`config.mk`:
```
export PLATFORM = sky130hd
export DESIGN_NAME = riff_wave_chunk_parser_flat
export DESIGN_NICKNAME = d
export VERILOG_FILES = /design/src/hdl/rwcp_pkg.sv /design/src/hdl/rwcp_ifs.sv /design/src/hdl/rwcp_parser.sv /design/src/hdl/rwcp_out_stage.sv /design/src/hdl/riff_wave_chunk_parser.sv /design/src/flat_wrapper.sv
export SDC_FILE = /design/constraint.sdc
export NUM_CORES = 1
export LEC_CHECK = 0
export ABC_CLOCK_PERIOD_IN_PS = 6850
export BUFFER_PORTS_ARGS = -buffer_cell sky130_fd_sc_hd__clkbuf_2
export CORE_MARGIN = 1.5
export CORE_UTILIZATION = 50
export CTS_BUF_LIST = sky130_fd_sc_hd__clkbuf_16
export DETAILED_ROUTE_END_ITERATION = 16
export PLACE_DENSITY = 0.76
export RECOVER_POWER = 50
export SLEW_MARGIN = 10
export SYNTH_ARGS = -nofsm -noshare
export SYNTH_HDL_FRONTEND = slang
export SYNTH_SLANG_ARGS = --single-unit
export TNS_END_PERCENT = 5
```
`constraint.sdc`:
```
create_clock -name clk -period 6.85 [get_ports clk]
set_input_delay 0.3425 -clock clk [delete_from_list [all_inputs] [get_ports clk]]
set_output_delay 0.3425 -clock clk [all_outputs]
set_load 0.005 [all_outputs]
```
`src/hdl/rwcp_pkg.sv`:
```
// Shared types and constants for the RIFF wave chunk parser.
package rwcp_pkg;

    localparam logic [31:0] ID_RIFF = 32'h4646_4952;
    localparam logic [31:0] ID_WAVE = 32'h4556_4157;
    localparam logic [31:0] ID_JUNK = 32'h4B4E_554A;
    localparam logic [31:0] ID_FMT  = 32'h2074_6D66;
    localparam logic [31:0] ID_DATA = 32'h6174_6164;

    localparam logic [31:0] FMT_BODY = 32'd16;

    localparam logic [1:0] KIND_DATA      = 2'd0;
    localparam logic [1:0] KIND_FORMAT    = 2'd1;
    localparam logic [1:0] KIND_FMT_SHORT = 2'd2;

    localparam logic [1:0] FORM_WAVE    = 2'd0;
    localparam logic [1:0] FORM_JUNK    = 2'd1;
    localparam logic [1:0] FORM_UNKNOWN = 2'd2;

    typedef struct packed {
        logic [1:0]  kind;
        logic [7:0]  audio_byte;
        logic        last_of_chunk;
        logic [15:0] channel_count;
        logic [31:0] sample_rate;
        logic [15:0] sample_bits;
        logic [1:0]  format_code;
        logic        riff_ok;
        logic [1:0]  form_type;
    } result_t;

endpackage

```
`src/hdl/rwcp_ifs.sv`:
```
// Valid/ready channel interfaces for file bytes and parse results.
interface rwcp_byte_if;
    logic       valid;
    logic       ready;
    logic [7:0] file_byte;
    logic       file_start;

    modport source (output valid, output file_byte, output file_start, input ready);
    modport sink   (input valid, input file_byte, input file_start, output ready);
endinterface

interface rwcp_result_if;
    logic        valid;
    logic        ready;
    logic [1:0]  kind;
    logic [7:0]  audio_byte;
    logic        last_of_chunk;
    logic [15:0] channel_count;
    logic [31:0] sample_rate;
    logic [15:0] sample_bits;
    logic [1:0]  format_code;
    logic        riff_ok;
    logic [1:0]  form_type;

    modport source (output valid, output kind, output audio_byte, output last_of_chunk,
                    output channel_count, output sample_rate, output sample_bits,
                    output format_code, output riff_ok, output form_type, input ready);
    modport sink   (input valid, input kind, input audio_byte, input last_of_chunk,
                    input channel_count, input sample_rate, input sample_bits,
                    input format_code, input riff_ok, input form_type, output ready);
endinterface

```
`src/hdl/rwcp_parser.sv`:
```
// Parse state registers and the per-byte header and chunk walking logic.
module rwcp_parser (
    input  logic              clk,
    input  logic              rst_n,
    input  logic              take,
    input  logic [7:0]        file_byte,
    input  logic              file_start,
    output logic              res_valid,
    output rwcp_pkg::result_t res
);

    typedef enum logic [4:0] {
        PH_HEADER = 5'b00001,
        PH_CHUNK  = 5'b00010,
        PH_SKIP   = 5'b00100,
        PH_FMT    = 5'b01000,
        PH_DATA   = 5'b10000
    } phase_t;

    phase_t      phase_reg, phase_next, cur_phase;
    logic [3:0]  pos_reg, pos_next, cur_pos, hdr_pos;
    logic [31:0] remain_reg, remain_next, cur_remain;
    logic [31:0] word_reg, word_next, word_base;
    logic [31:0] id_reg, id_next, cur_id;
    logic [15:0] chan_reg, chan_next;
    logic [31:0] rate_reg, rate_next;
    logic [15:0] bits_reg, bits_next;
    logic        riff_reg, riff_next;
    logic [1:0]  form_reg, form_next;

    always_comb
    begin
        cur_phase  = file_start ? PH_HEADER : phase_reg;
        cur_pos    = file_start ? 4'd0 : pos_reg;
        cur_remain = file_start ? 32'd0 : remain_reg;
        cur_id     = file_start ? 32'd0 : id_reg;
        word_base  = file_start ? 32'd0 : word_reg;
        word_next  = {file_byte, word_base[31:8]};
        hdr_pos    = (cur_pos > 4'd7) ? 4'd0 : cur_pos;

        phase_next  = cur_phase;
        pos_next    = cur_pos;
        remain_next = cur_remain;
        id_next     = cur_id;
        chan_next   = file_start ? 16'd0 : chan_reg;
        rate_next   = file_start ? 32'd0 : rate_reg;
        bits_next   = file_start ? 16'd0 : bits_reg;
        riff_next   = file_start ? 1'b0 : riff_reg;
        form_next   = file_start ? rwcp_pkg::FORM_WAVE : form_reg;

        res_valid = 1'b0;
        res       = '0;

        case (cur_phase)
            PH_HEADER:
            begin
                if (cur_pos == 4'd3)
                    riff_next = (word_next == rwcp_pkg::ID_RIFF);
                if (cur_pos >= 4'd11)
                begin
                    if (word_next == rwcp_pkg::ID_WAVE)
                        form_next = rwcp_pkg::FORM_WAVE;
                    else if (word_next == rwcp_pkg::ID_JUNK)
                        form_next = rwcp_pkg::FORM_JUNK;
                    else
                        form_next = rwcp_pkg::FORM_UNKNOWN;
                    phase_next = PH_CHUNK;
                    pos_next   = 4'd0;
                end
                else
                    pos_next = cur_pos + 4'd1;
            end
            PH_SKIP, PH_DATA:
            begin
                if (cur_phase == PH_DATA)
                begin
                    res_valid         = 1'b1;
                    res.kind          = rwcp_pkg::KIND_DATA;
                    res.audio_byte    = file_byte;
                    res.last_of_chunk = (cur_remain == 32'd1);
                end
                if (cur_remain <= 32'd1)
                begin
                    remain_next = 32'd0;
                    phase_next  = PH_CHUNK;
                    pos_next    = 4'd0;
                end
                else
                    remain_next = cur_remain - 32'd1;
            end
            PH_FMT:
            begin
                if (cur_pos == 4'd3)
                    chan_next = word_next[31:16];
                if (cur_pos == 4'd7)
                    rate_next = word_next;
                if (cur_pos >= 4'd15)
                begin
                    bits_next         = word_next[31:16];
                    res_valid         = 1'b1;
                    res.kind          = rwcp_pkg::KIND_FORMAT;
                    res.channel_count = chan_next;
                    res.sample_rate   = rate_next;
                    res.sample_bits   = bits_next;
                    res.format_code   = {chan_next != 16'd1, bits_next != 16'd8};
                    remain_next       = cur_remain - rwcp_pkg::FMT_BODY;
                    phase_next        = (remain_next != 32'd0) ? PH_SKIP : PH_CHUNK;
                    pos_next          = 4'd0;
                end
                else
                    pos_next = cur_pos + 4'd1;
            end
            default:
            begin
                phase_next = PH_CHUNK;
                pos_next   = hdr_pos + 4'd1;
                if (hdr_pos == 4'd3)
                    id_next = word_next;
                if (hdr_pos == 4'd7)
                begin
                    pos_next    = 4'd0;
                    remain_next = word_next;
                    if (cur_id == rwcp_pkg::ID_FMT)
                    begin
                        if (word_next < rwcp_pkg::FMT_BODY)
                        begin
                            res_valid  = 1'b1;
                            res.kind   = rwcp_pkg::KIND_FMT_SHORT;
                            phase_next = (word_next != 32'd0) ? PH_SKIP : PH_CHUNK;
                        end
                        else
                            phase_next = PH_FMT;
                    end
                    else if (cur_id == rwcp_pkg::ID_DATA)
                        phase_next = (word_next != 32'd0) ? PH_DATA : PH_CHUNK;
                    else
                        phase_next = (word_next != 32'd0) ? PH_SKIP : PH_CHUNK;
                end
            end
        endcase

        res.riff_ok   = riff_next;
        res.form_type = form_next;
    end

    always_ff @(posedge clk or negedge rst_n)
    begin
        if (!rst_n)
        begin
            phase_reg  <= PH_HEADER;
            pos_reg    <= 4'd0;
            remain_reg <= 32'd0;
            word_reg   <= 32'd0;
            id_reg     <= 32'd0;
            chan_reg   <= 16'd0;
            rate_reg   <= 32'd0;
            bits_reg   <= 16'd0;
            riff_reg   <= 1'b0;
            form_reg   <= rwcp_pkg::FORM_WAVE;
        end
        else if (take)
        begin
            phase_reg  <= phase_next;
            pos_reg    <= pos_next;
            remain_reg <= remain_next;
            word_reg   <= word_next;
            id_reg     <= id_next;
            chan_reg   <= chan_next;
            rate_reg   <= rate_next;
            bits_reg   <= bits_next;
            riff_reg   <= riff_next;
            form_reg   <= form_next;
        end
    end

endmodule

```
`src/hdl/rwcp_out_stage.sv`:
```
// Result register with flow control back to the byte channel.
module rwcp_out_stage (
    input  logic              clk,
    input  logic              rst_n,
    input  logic              in_valid,
    output logic              in_ready,
    input  logic              res_valid,
    input  rwcp_pkg::result_t res,
    output logic              out_valid,
    input  logic              out_ready,
    output rwcp_pkg::result_t out_data
);

    logic              valid_reg, valid_next;
    rwcp_pkg::result_t data_reg;
    logic              take;

    assign in_ready  = !valid_reg || out_ready;
    assign take      = in_valid && in_ready;
    assign out_valid = valid_reg;
    assign out_data  = data_reg;

    always_comb
    begin
        valid_next = valid_reg;
        if (take)
            valid_next = res_valid;
        else if (out_ready)
            valid_next = 1'b0;
    end

    always_ff @(posedge clk or negedge rst_n)
    begin
        if (!rst_n)
            valid_reg <= 1'b0;
        else
            valid_reg <= valid_next;
    end

    always_ff @(posedge clk)
    begin
        if (take && res_valid)
            data_reg <= res;
    end

endmodule

```
`src/hdl/riff_wave_chunk_parser.sv`:
```
// Top level: RIFF/WAVE byte-stream parser giving format and audio-byte results.
// Latency: a result is shown in the cycle after the byte that causes it is accepted.
// Throughput: one byte per cycle; a byte is taken whenever the result register is
// empty or is being drained, so a result stalled by the receiver holds off the next byte.
// Reset clears the parse state to the start of a file and empties the result register.
module riff_wave_chunk_parser (
    input  logic                 clk,
    input  logic                 rst_n,
    rwcp_byte_if.sink            file_stream,
    rwcp_result_if.source        result_stream
);

    logic              take;
    logic              res_valid;
    rwcp_pkg::result_t res;
    rwcp_pkg::result_t out_data;

    assign take = file_stream.valid && file_stream.ready;

    rwcp_parser u_parser (
        .clk        (clk),
        .rst_n      (rst_n),
        .take       (take),
        .file_byte  (file_stream.file_byte),
        .file_start (file_stream.file_start),
        .res_valid  (res_valid),
        .res        (res)
    );

    rwcp_out_stage u_out_stage (
        .clk       (clk),
        .rst_n     (rst_n),
        .in_valid  (file_stream.valid),
        .in_ready  (file_stream.ready),
        .res_valid (res_valid),
        .res       (res),
        .out_valid (result_stream.valid),
        .out_ready (result_stream.ready),
        .out_data  (out_data)
    );

    assign result_stream.kind          = out_data.kind;
    assign result_stream.audio_byte    = out_data.audio_byte;
    assign result_stream.last_of_chunk = out_data.last_of_chunk;
    assign result_stream.channel_count = out_data.channel_count;
    assign result_stream.sample_rate   = out_data.sample_rate;
    assign result_stream.sample_bits   = out_data.sample_bits;
    assign result_stream.format_code   = out_data.format_code;
    assign result_stream.riff_ok       = out_data.riff_ok;
    assign result_stream.form_type     = out_data.form_type;

endmodule

```
`src/flat_wrapper.sv`:
```
// flat-port wrapper written by rule: the top's interface ports become plain ports
module riff_wave_chunk_parser_flat 
  (clk, rst_n, file_stream_valid, file_stream_file_byte, file_stream_file_start, file_stream_ready, result_stream_valid, result_stream_kind, result_stream_audio_byte, result_stream_last_of_chunk, result_stream_channel_count, result_stream_sample_rate, result_stream_sample_bits, result_stream_format_code, result_stream_riff_ok, result_stream_form_type, result_stream_ready);
  rwcp_byte_if file_stream_i ();
  rwcp_result_if result_stream_i ();
  input  logic clk;
  input  logic rst_n;
  input wire logic [$bits(file_stream_i.valid)-1:0] file_stream_valid;
  input wire logic [$bits(file_stream_i.file_byte)-1:0] file_stream_file_byte;
  input wire logic [$bits(file_stream_i.file_start)-1:0] file_stream_file_start;
  output wire logic [$bits(file_stream_i.ready)-1:0] file_stream_ready;
  output wire logic [$bits(result_stream_i.valid)-1:0] result_stream_valid;
  output wire logic [$bits(result_stream_i.kind)-1:0] result_stream_kind;
  output wire logic [$bits(result_stream_i.audio_byte)-1:0] result_stream_audio_byte;
  output wire logic [$bits(result_stream_i.last_of_chunk)-1:0] result_stream_last_of_chunk;
  output wire logic [$bits(result_stream_i.channel_count)-1:0] result_stream_channel_count;
  output wire logic [$bits(result_stream_i.sample_rate)-1:0] result_stream_sample_rate;
  output wire logic [$bits(result_stream_i.sample_bits)-1:0] result_stream_sample_bits;
  output wire logic [$bits(result_stream_i.format_code)-1:0] result_stream_format_code;
  output wire logic [$bits(result_stream_i.riff_ok)-1:0] result_stream_riff_ok;
  output wire logic [$bits(result_stream_i.form_type)-1:0] result_stream_form_type;
  input wire logic [$bits(result_stream_i.ready)-1:0] result_stream_ready;
  assign file_stream_i.valid = file_stream_valid;
  assign file_stream_i.file_byte = file_stream_file_byte;
  assign file_stream_i.file_start = file_stream_file_start;
  assign file_stream_ready = file_stream_i.ready;
  assign result_stream_valid = result_stream_i.valid;
  assign result_stream_kind = result_stream_i.kind;
  assign result_stream_audio_byte = result_stream_i.audio_byte;
  assign result_stream_last_of_chunk = result_stream_i.last_of_chunk;
  assign result_stream_channel_count = result_stream_i.channel_count;
  assign result_stream_sample_rate = result_stream_i.sample_rate;
  assign result_stream_sample_bits = result_stream_i.sample_bits;
  assign result_stream_format_code = result_stream_i.format_code;
  assign result_stream_riff_ok = result_stream_i.riff_ok;
  assign result_stream_form_type = result_stream_i.form_type;
  assign result_stream_i.ready = result_stream_ready;
  riff_wave_chunk_parser u_core (.clk(clk), .rst_n(rst_n), .file_stream(file_stream_i), .result_stream(result_stream_i));
endmodule
```
==> run_summary.xml <==
<?xml version="1.0" encoding="UTF-8"?>
<metrics>
  <group name="status">
    <metric name="outcome" unit="">finished, violations left</metric>
    <metric name="violated_checks" unit="">capacitance limit, slew limit</metric>
  </group>
  <group name="critical_path">
    <metric name="cp_cell_sequence" unit="">nand2b_1 -&gt; nand2_4 -&gt; clkbuf_1 -&gt; nor2_1 -&gt; a22oi_1 -&gt; o21ai_0</metric>
    <metric name="worst-endpoint-arrival" unit="ns">5.59</metric>
    <metric name="crit_buf_inv" unit="">1</metric>
    <metric name="cp_max_fo" unit="">82</metric>
    <metric name="path_delay_family" unit="">buffers and inverters</metric>
    <metric name="critical_path_class" unit="">flip-flop to flip-flop</metric>
    <metric name="critical_path.reg2reg.endpoint" unit="">u_core.u_parser.chan_reg[2]$_DFFE_PN0P_</metric>
    <metric name="worstSetupStartpointType" unit="">flip-flop</metric>
    <metric name="r2r.worst_path.cells" unit="">6</metric>
    <metric name="r2r_start" unit="">u_core.u_out_stage.out_valid$_DFFE_PN0P_</metric>
    <metric name="cp_data_required_time" unit="ns">7.23</metric>
    <metric name="regToRegSetupSlack" unit="ns">1.64</metric>
    <metric name="critical_path.slowest_cell" unit="">sky130_fd_sc_hd__clkbuf_1</metric>
    <metric name="crit_path_end_kind" unit="">flip-flop</metric>
    <metric name="critPathMaxStageDelay" unit="ns">2.66</metric>
  </group>
  <group name="power">
    <metric name="sw_frac_of_total" unit="">0.326</metric>
    <metric name="power.switching" unit="mW">1.15</metric>
    <metric name="power.leakage" unit="nW">5.21</metric>
    <metric name="vdd.ir_drop.worst" unit="V">0.000178</metric>
    <metric name="cellInternalPower" unit="mW">2.37</metric>
    <metric name="power.density_cell_area" unit="nW/um2">256</metric>
    <metric name="clock_power_share" unit="">0.364</metric>
    <metric name="power.combinational.fraction" unit="">0.174</metric>
    <metric name="share_seq_of_total_power" unit="">0.462</metric>
  </group>
  <group name="timing">
    <metric name="period_needed" unit="ns">5.21</metric>
    <metric name="fmaxAchievable" unit="GHz">0.192</metric>
    <metric name="final_min_period_over_clock_period" unit="">0.761</metric>
    <metric name="final_max_slew_viol_count" unit="">202</metric>
    <metric name="timing.final.hold_violations" unit="">0</metric>
    <metric name="rsz0062_at_grt" unit="">no</metric>
    <metric name="final.setup_skew" unit="ns">0.0168</metric>
    <metric name="post-route-worst-setup-slack" unit="ns">1.64</metric>
    <metric name="setup_viol" unit="">0</metric>
    <metric name="final.setup.tns" unit="ns">0</metric>
    <metric name="max_slew.worst_pin.slew" unit="ns">3.74</metric>
    <metric name="slew_headroom" unit="">-1.50</metric>
  </group>
  <group name="place">
    <metric name="placed_wire_length_estimate" unit="um">24500</metric>
    <metric name="post_dp_cell_area" unit="um2">13000</metric>
    <metric name="pre_cts_ws" unit="ns">2.24</metric>
    <metric name="place_inst" unit="">1699</metric>
    <metric name="portBuffers" unit="">94</metric>
    <metric name="routabilityCongestion" unit="">0.993</metric>
  </group>
  <group name="logic_synthesis">
    <metric name="async_flop_share" unit="">0.651</metric>
    <metric name="share_of_the_synthesized_area_in_the_top_cell_type" unit="">0.297</metric>
    <metric name="cell_types_with_the_highest_counts_after_synthesis" unit="">sky130_fd_sc_hd__nand2_1 (258), sky130_fd_sc_hd__dfrtp_1 (148), sky130_fd_sc_hd__o21ai_0 (138)</metric>
    <metric name="synth_nets" unit="">1421</metric>
    <metric name="seq_area_frac_synth" unit="">0.491</metric>
    <metric name="synthMostInstantiatedCell" unit="">sky130_fd_sc_hd__nand2_1</metric>
    <metric name="ys_seq_elements" unit="">229</metric>
    <metric name="synthesis.instances" unit="">1401</metric>
    <metric name="synthTopCellsByArea" unit="">sky130_fd_sc_hd__dfrtp_1 (30%), sky130_fd_sc_hd__edfxtp_1 (19%), sky130_fd_sc_hd__nand2_1 (7.8%)</metric>
    <metric name="synthesis.area" unit="um2">12500</metric>
    <metric name="synth_largest_area_cell" unit="">sky130_fd_sc_hd__dfrtp_1</metric>
    <metric name="synthesis.area_per_instance" unit="um2">8.91</metric>
    <metric name="synth_ff_type" unit="">sky130_fd_sc_hd__dfrtp_1</metric>
    <metric name="count_of_flip_flops_with_a_built_in_enable_after_synthesis" unit="">80</metric>
    <metric name="yosysUniqueCellTypes" unit="">78</metric>
    <metric name="ys_warn_count" unit="">0</metric>
  </group>
  <group name="grt">
    <metric name="antenna_violations_before_repair" unit="">0</metric>
    <metric name="grt-ovfl-total" unit="">0</metric>
    <metric name="via_count_of_the_first_global_routing_pass" unit="">10674</metric>
    <metric name="pin_count_of_the_biggest_net_entering_global_routing" unit="">83</metric>
    <metric name="grt_pass1_wl" unit="um">61700</metric>
    <metric name="gr-usage-all-layers" unit="">0.304</metric>
  </group>
  <group name="clocking">
    <metric name="resized_after_cts" unit="">0</metric>
    <metric name="clk_transition_reported_paths" unit="ns">0.07</metric>
    <metric name="numCtsBuffers" unit="">26</metric>
    <metric name="numClockSinks" unit="">229</metric>
    <metric name="root_buffer_selected_by_cts" unit="">sky130_fd_sc_hd__clkbuf_16</metric>
    <metric name="cts_tree" unit="">yes</metric>
    <metric name="cts_max_level" unit="">1</metric>
    <metric name="clk_latency" unit="ns">0.54</metric>
    <metric name="clock_tree.buffer_depth" unit="">3</metric>
  </group>
  <group name="min_path">
    <metric name="hold_depth" unit="">3</metric>
    <metric name="hp-start" unit="">file_stream_valid</metric>
    <metric name="hold-path-endpoint" unit="">u_core.u_parser.remain_reg[25]$_DFFE_PN0P_</metric>
    <metric name="hp-class" unit="">input port to flip-flop</metric>
  </group>
  <group name="final_layout">
    <metric name="syn_to_final_growth" unit="%">10.0</metric>
    <metric name="n_fill_cell" unit="">2160</metric>
    <metric name="final_core_util" unit="">0.563</metric>
    <metric name="largest_reg_flops" unit="">80</metric>
    <metric name="postLayoutCellArea" unit="um2">13700</metric>
    <metric name="multiInputGateArea" unit="um2">5780</metric>
    <metric name="finish.net_count" unit="">1424</metric>
    <metric name="ratio_of_cells_with_drive_above_1_in_the_final_layout" unit="">0.0997</metric>
    <metric name="diodes" unit="">0</metric>
    <metric name="final_cells" unit="">1748</metric>
    <metric name="regArea" unit="um2">6130</metric>
  </group>
  <group name="die">
    <metric name="design.die.area" unit="um2">25900</metric>
    <metric name="design.core.area" unit="um2">24400</metric>
    <metric name="design.portCount" unit="">95</metric>
    <metric name="fp-row-count" unit="">57</metric>
    <metric name="die_height" unit="um">161</metric>
    <metric name="die_width" unit="um">161</metric>
    <metric name="initial_core_utilization" unit="">0.512</metric>
  </group>
  <group name="route">
    <metric name="drt_iter0_drc" unit="">1441</metric>
    <metric name="avgViaCountPerCell" unit="">6.67</metric>
    <metric name="drc" unit="">0</metric>
    <metric name="drtPass1Iterations" unit="">7</metric>
    <metric name="detail_route.wirelength" unit="um">39900</metric>
    <metric name="vias" unit="">11660</metric>
    <metric name="postRouteAntennaNets" unit="">0</metric>
    <metric name="wl_per_cell" unit="um">22.8</metric>
  </group>
  <group name="run">
    <metric name="maxCapViolations" unit="">3</metric>
  </group>
</metrics>
-- layout make-up --
cell class | count | area share
Sequential cell | 229 | 0.446
Multi-Input combinational cell | 1020 | 0.421
Clock buffer | 26 | 0.0474
Timing Repair Buffer | 112 | 0.0424
Tap cell | 324 | 0.0295
Clock inverter | 22 | 0.00947
Inverter | 15 | 0.00410
-- kinds of logic (layout without fill, tap and decap cells) --
family	Yosys count	in the layout	synth area share
AO/OA/AOI/OAI	450	450	0.228
XOR/XNOR	13	13	0.00912
adder cells (fa/ha/maj)	8	8	0.00782
buffers and inverters	152	175	0.0480
flip-flops	229	229	0.491
multiplexers	13	13	0.0108
AND/OR/NAND/NOR	536	536	0.205
-- power by group through the flow --
stage	combinational, mW	sequential (mW)	clock [mW]
final	0.612	1.63	1.28
after global routing	0.659	1.63	1.35
after CTS	0.591	1.62	1.29
after detailed placement	0.586	1.64	0
after global placement	0.581	1.64	0
after floorplan	0.472	1.54	0
-- how the worst max path moves through the flow --
stage | slack [ns] | cells after the start | start | end
after floorplan | 1.90 | 15 | file_stream_file_start | u_core.u_out_stage.out_data[0]$_DFFE_PP_
after global placement | 2.42 | 11 | file_stream_file_start | u_core.u_parser.rate_reg[17]$_DFFE_PN0P_
after detailed placement | 2.24 | 11 | file_stream_file_start | u_core.u_parser.rate_reg[6]$_DFFE_PN0P_
after CTS | 2.77 | 11 | file_stream_file_start | u_core.u_parser.rate_reg[10]$_DFFE_PN0P_
after global routing | 1.30 | 6 | u_core.u_out_stage.out_valid$_DFFE_PN0P_ | u_core.u_parser.chan_reg[1]$_DFFE_PN0P_
final | 1.64 | 6 | u_core.u_out_stage.out_valid$_DFFE_PN0P_ | u_core.u_parser.chan_reg[2]$_DFFE_PN0P_
-- worst reg2reg max path: stages (launching register included) --
cell	delay, ns
sky130_fd_sc_hd__dfrtp_1	0.35
sky130_fd_sc_hd__nand2b_1	0.19
sky130_fd_sc_hd__nand2_4	0.26
sky130_fd_sc_hd__clkbuf_1	2.66
sky130_fd_sc_hd__nor2_1	1.07
sky130_fd_sc_hd__a22oi_1	0.41
sky130_fd_sc_hd__o21ai_0	0.11
-- metrics by stage --
stage,hold WS (ns),total power [mW]
floorplan,0.0469,2.01
global placement,0.469,2.22
detailed placement,0.468,2.23
CTS,0.239,3.49
global route,0.284,3.64
finish,0.235,3.52
-- placed cells by master (no fill, tap or decap), types with 14 or more instances in the layout --
master / n
sky130_fd_sc_hd__nor3_1: 28
sky130_fd_sc_hd__nor2_1: 73
sky130_fd_sc_hd__a31oi_1: 14
sky130_fd_sc_hd__inv_1: 16
sky130_fd_sc_hd__edfxtp_1: 80
sky130_fd_sc_hd__clkbuf_16: 26
sky130_fd_sc_hd__dfrtp_1: 148
sky130_fd_sc_hd__a22oi_1: 61
sky130_fd_sc_hd__nand3_1: 40
sky130_fd_sc_hd__nand2_1: 257
sky130_fd_sc_hd__o21ai_0: 138
sky130_fd_sc_hd__buf_4: 14
sky130_fd_sc_hd__a22o_1: 28
sky130_fd_sc_hd__nor4_1: 23
sky130_fd_sc_hd__and3_1: 20
sky130_fd_sc_hd__clkbuf_2: 63
sky130_fd_sc_hd__a21oi_1: 108
sky130_fd_sc_hd__clkbuf_1: 32
-- metal layers --
metal,vias up,GRT usage,wire [um]
li1,5133,-,-
met1,5563,0.426,15700
met2,812,0.467,17800
met3,152,0.0457,4330
met4,0,0.142,1950
met5,-,0,0
-- repair_timing --
| item | in CTS | in global routing |
|---|---|---|
| hold endpoints to repair | 80 | 0 |
| setup buffers | 0 | 0 |
| hold buffers | 1 | 0 |
Power figures use the tool's default switching activity.
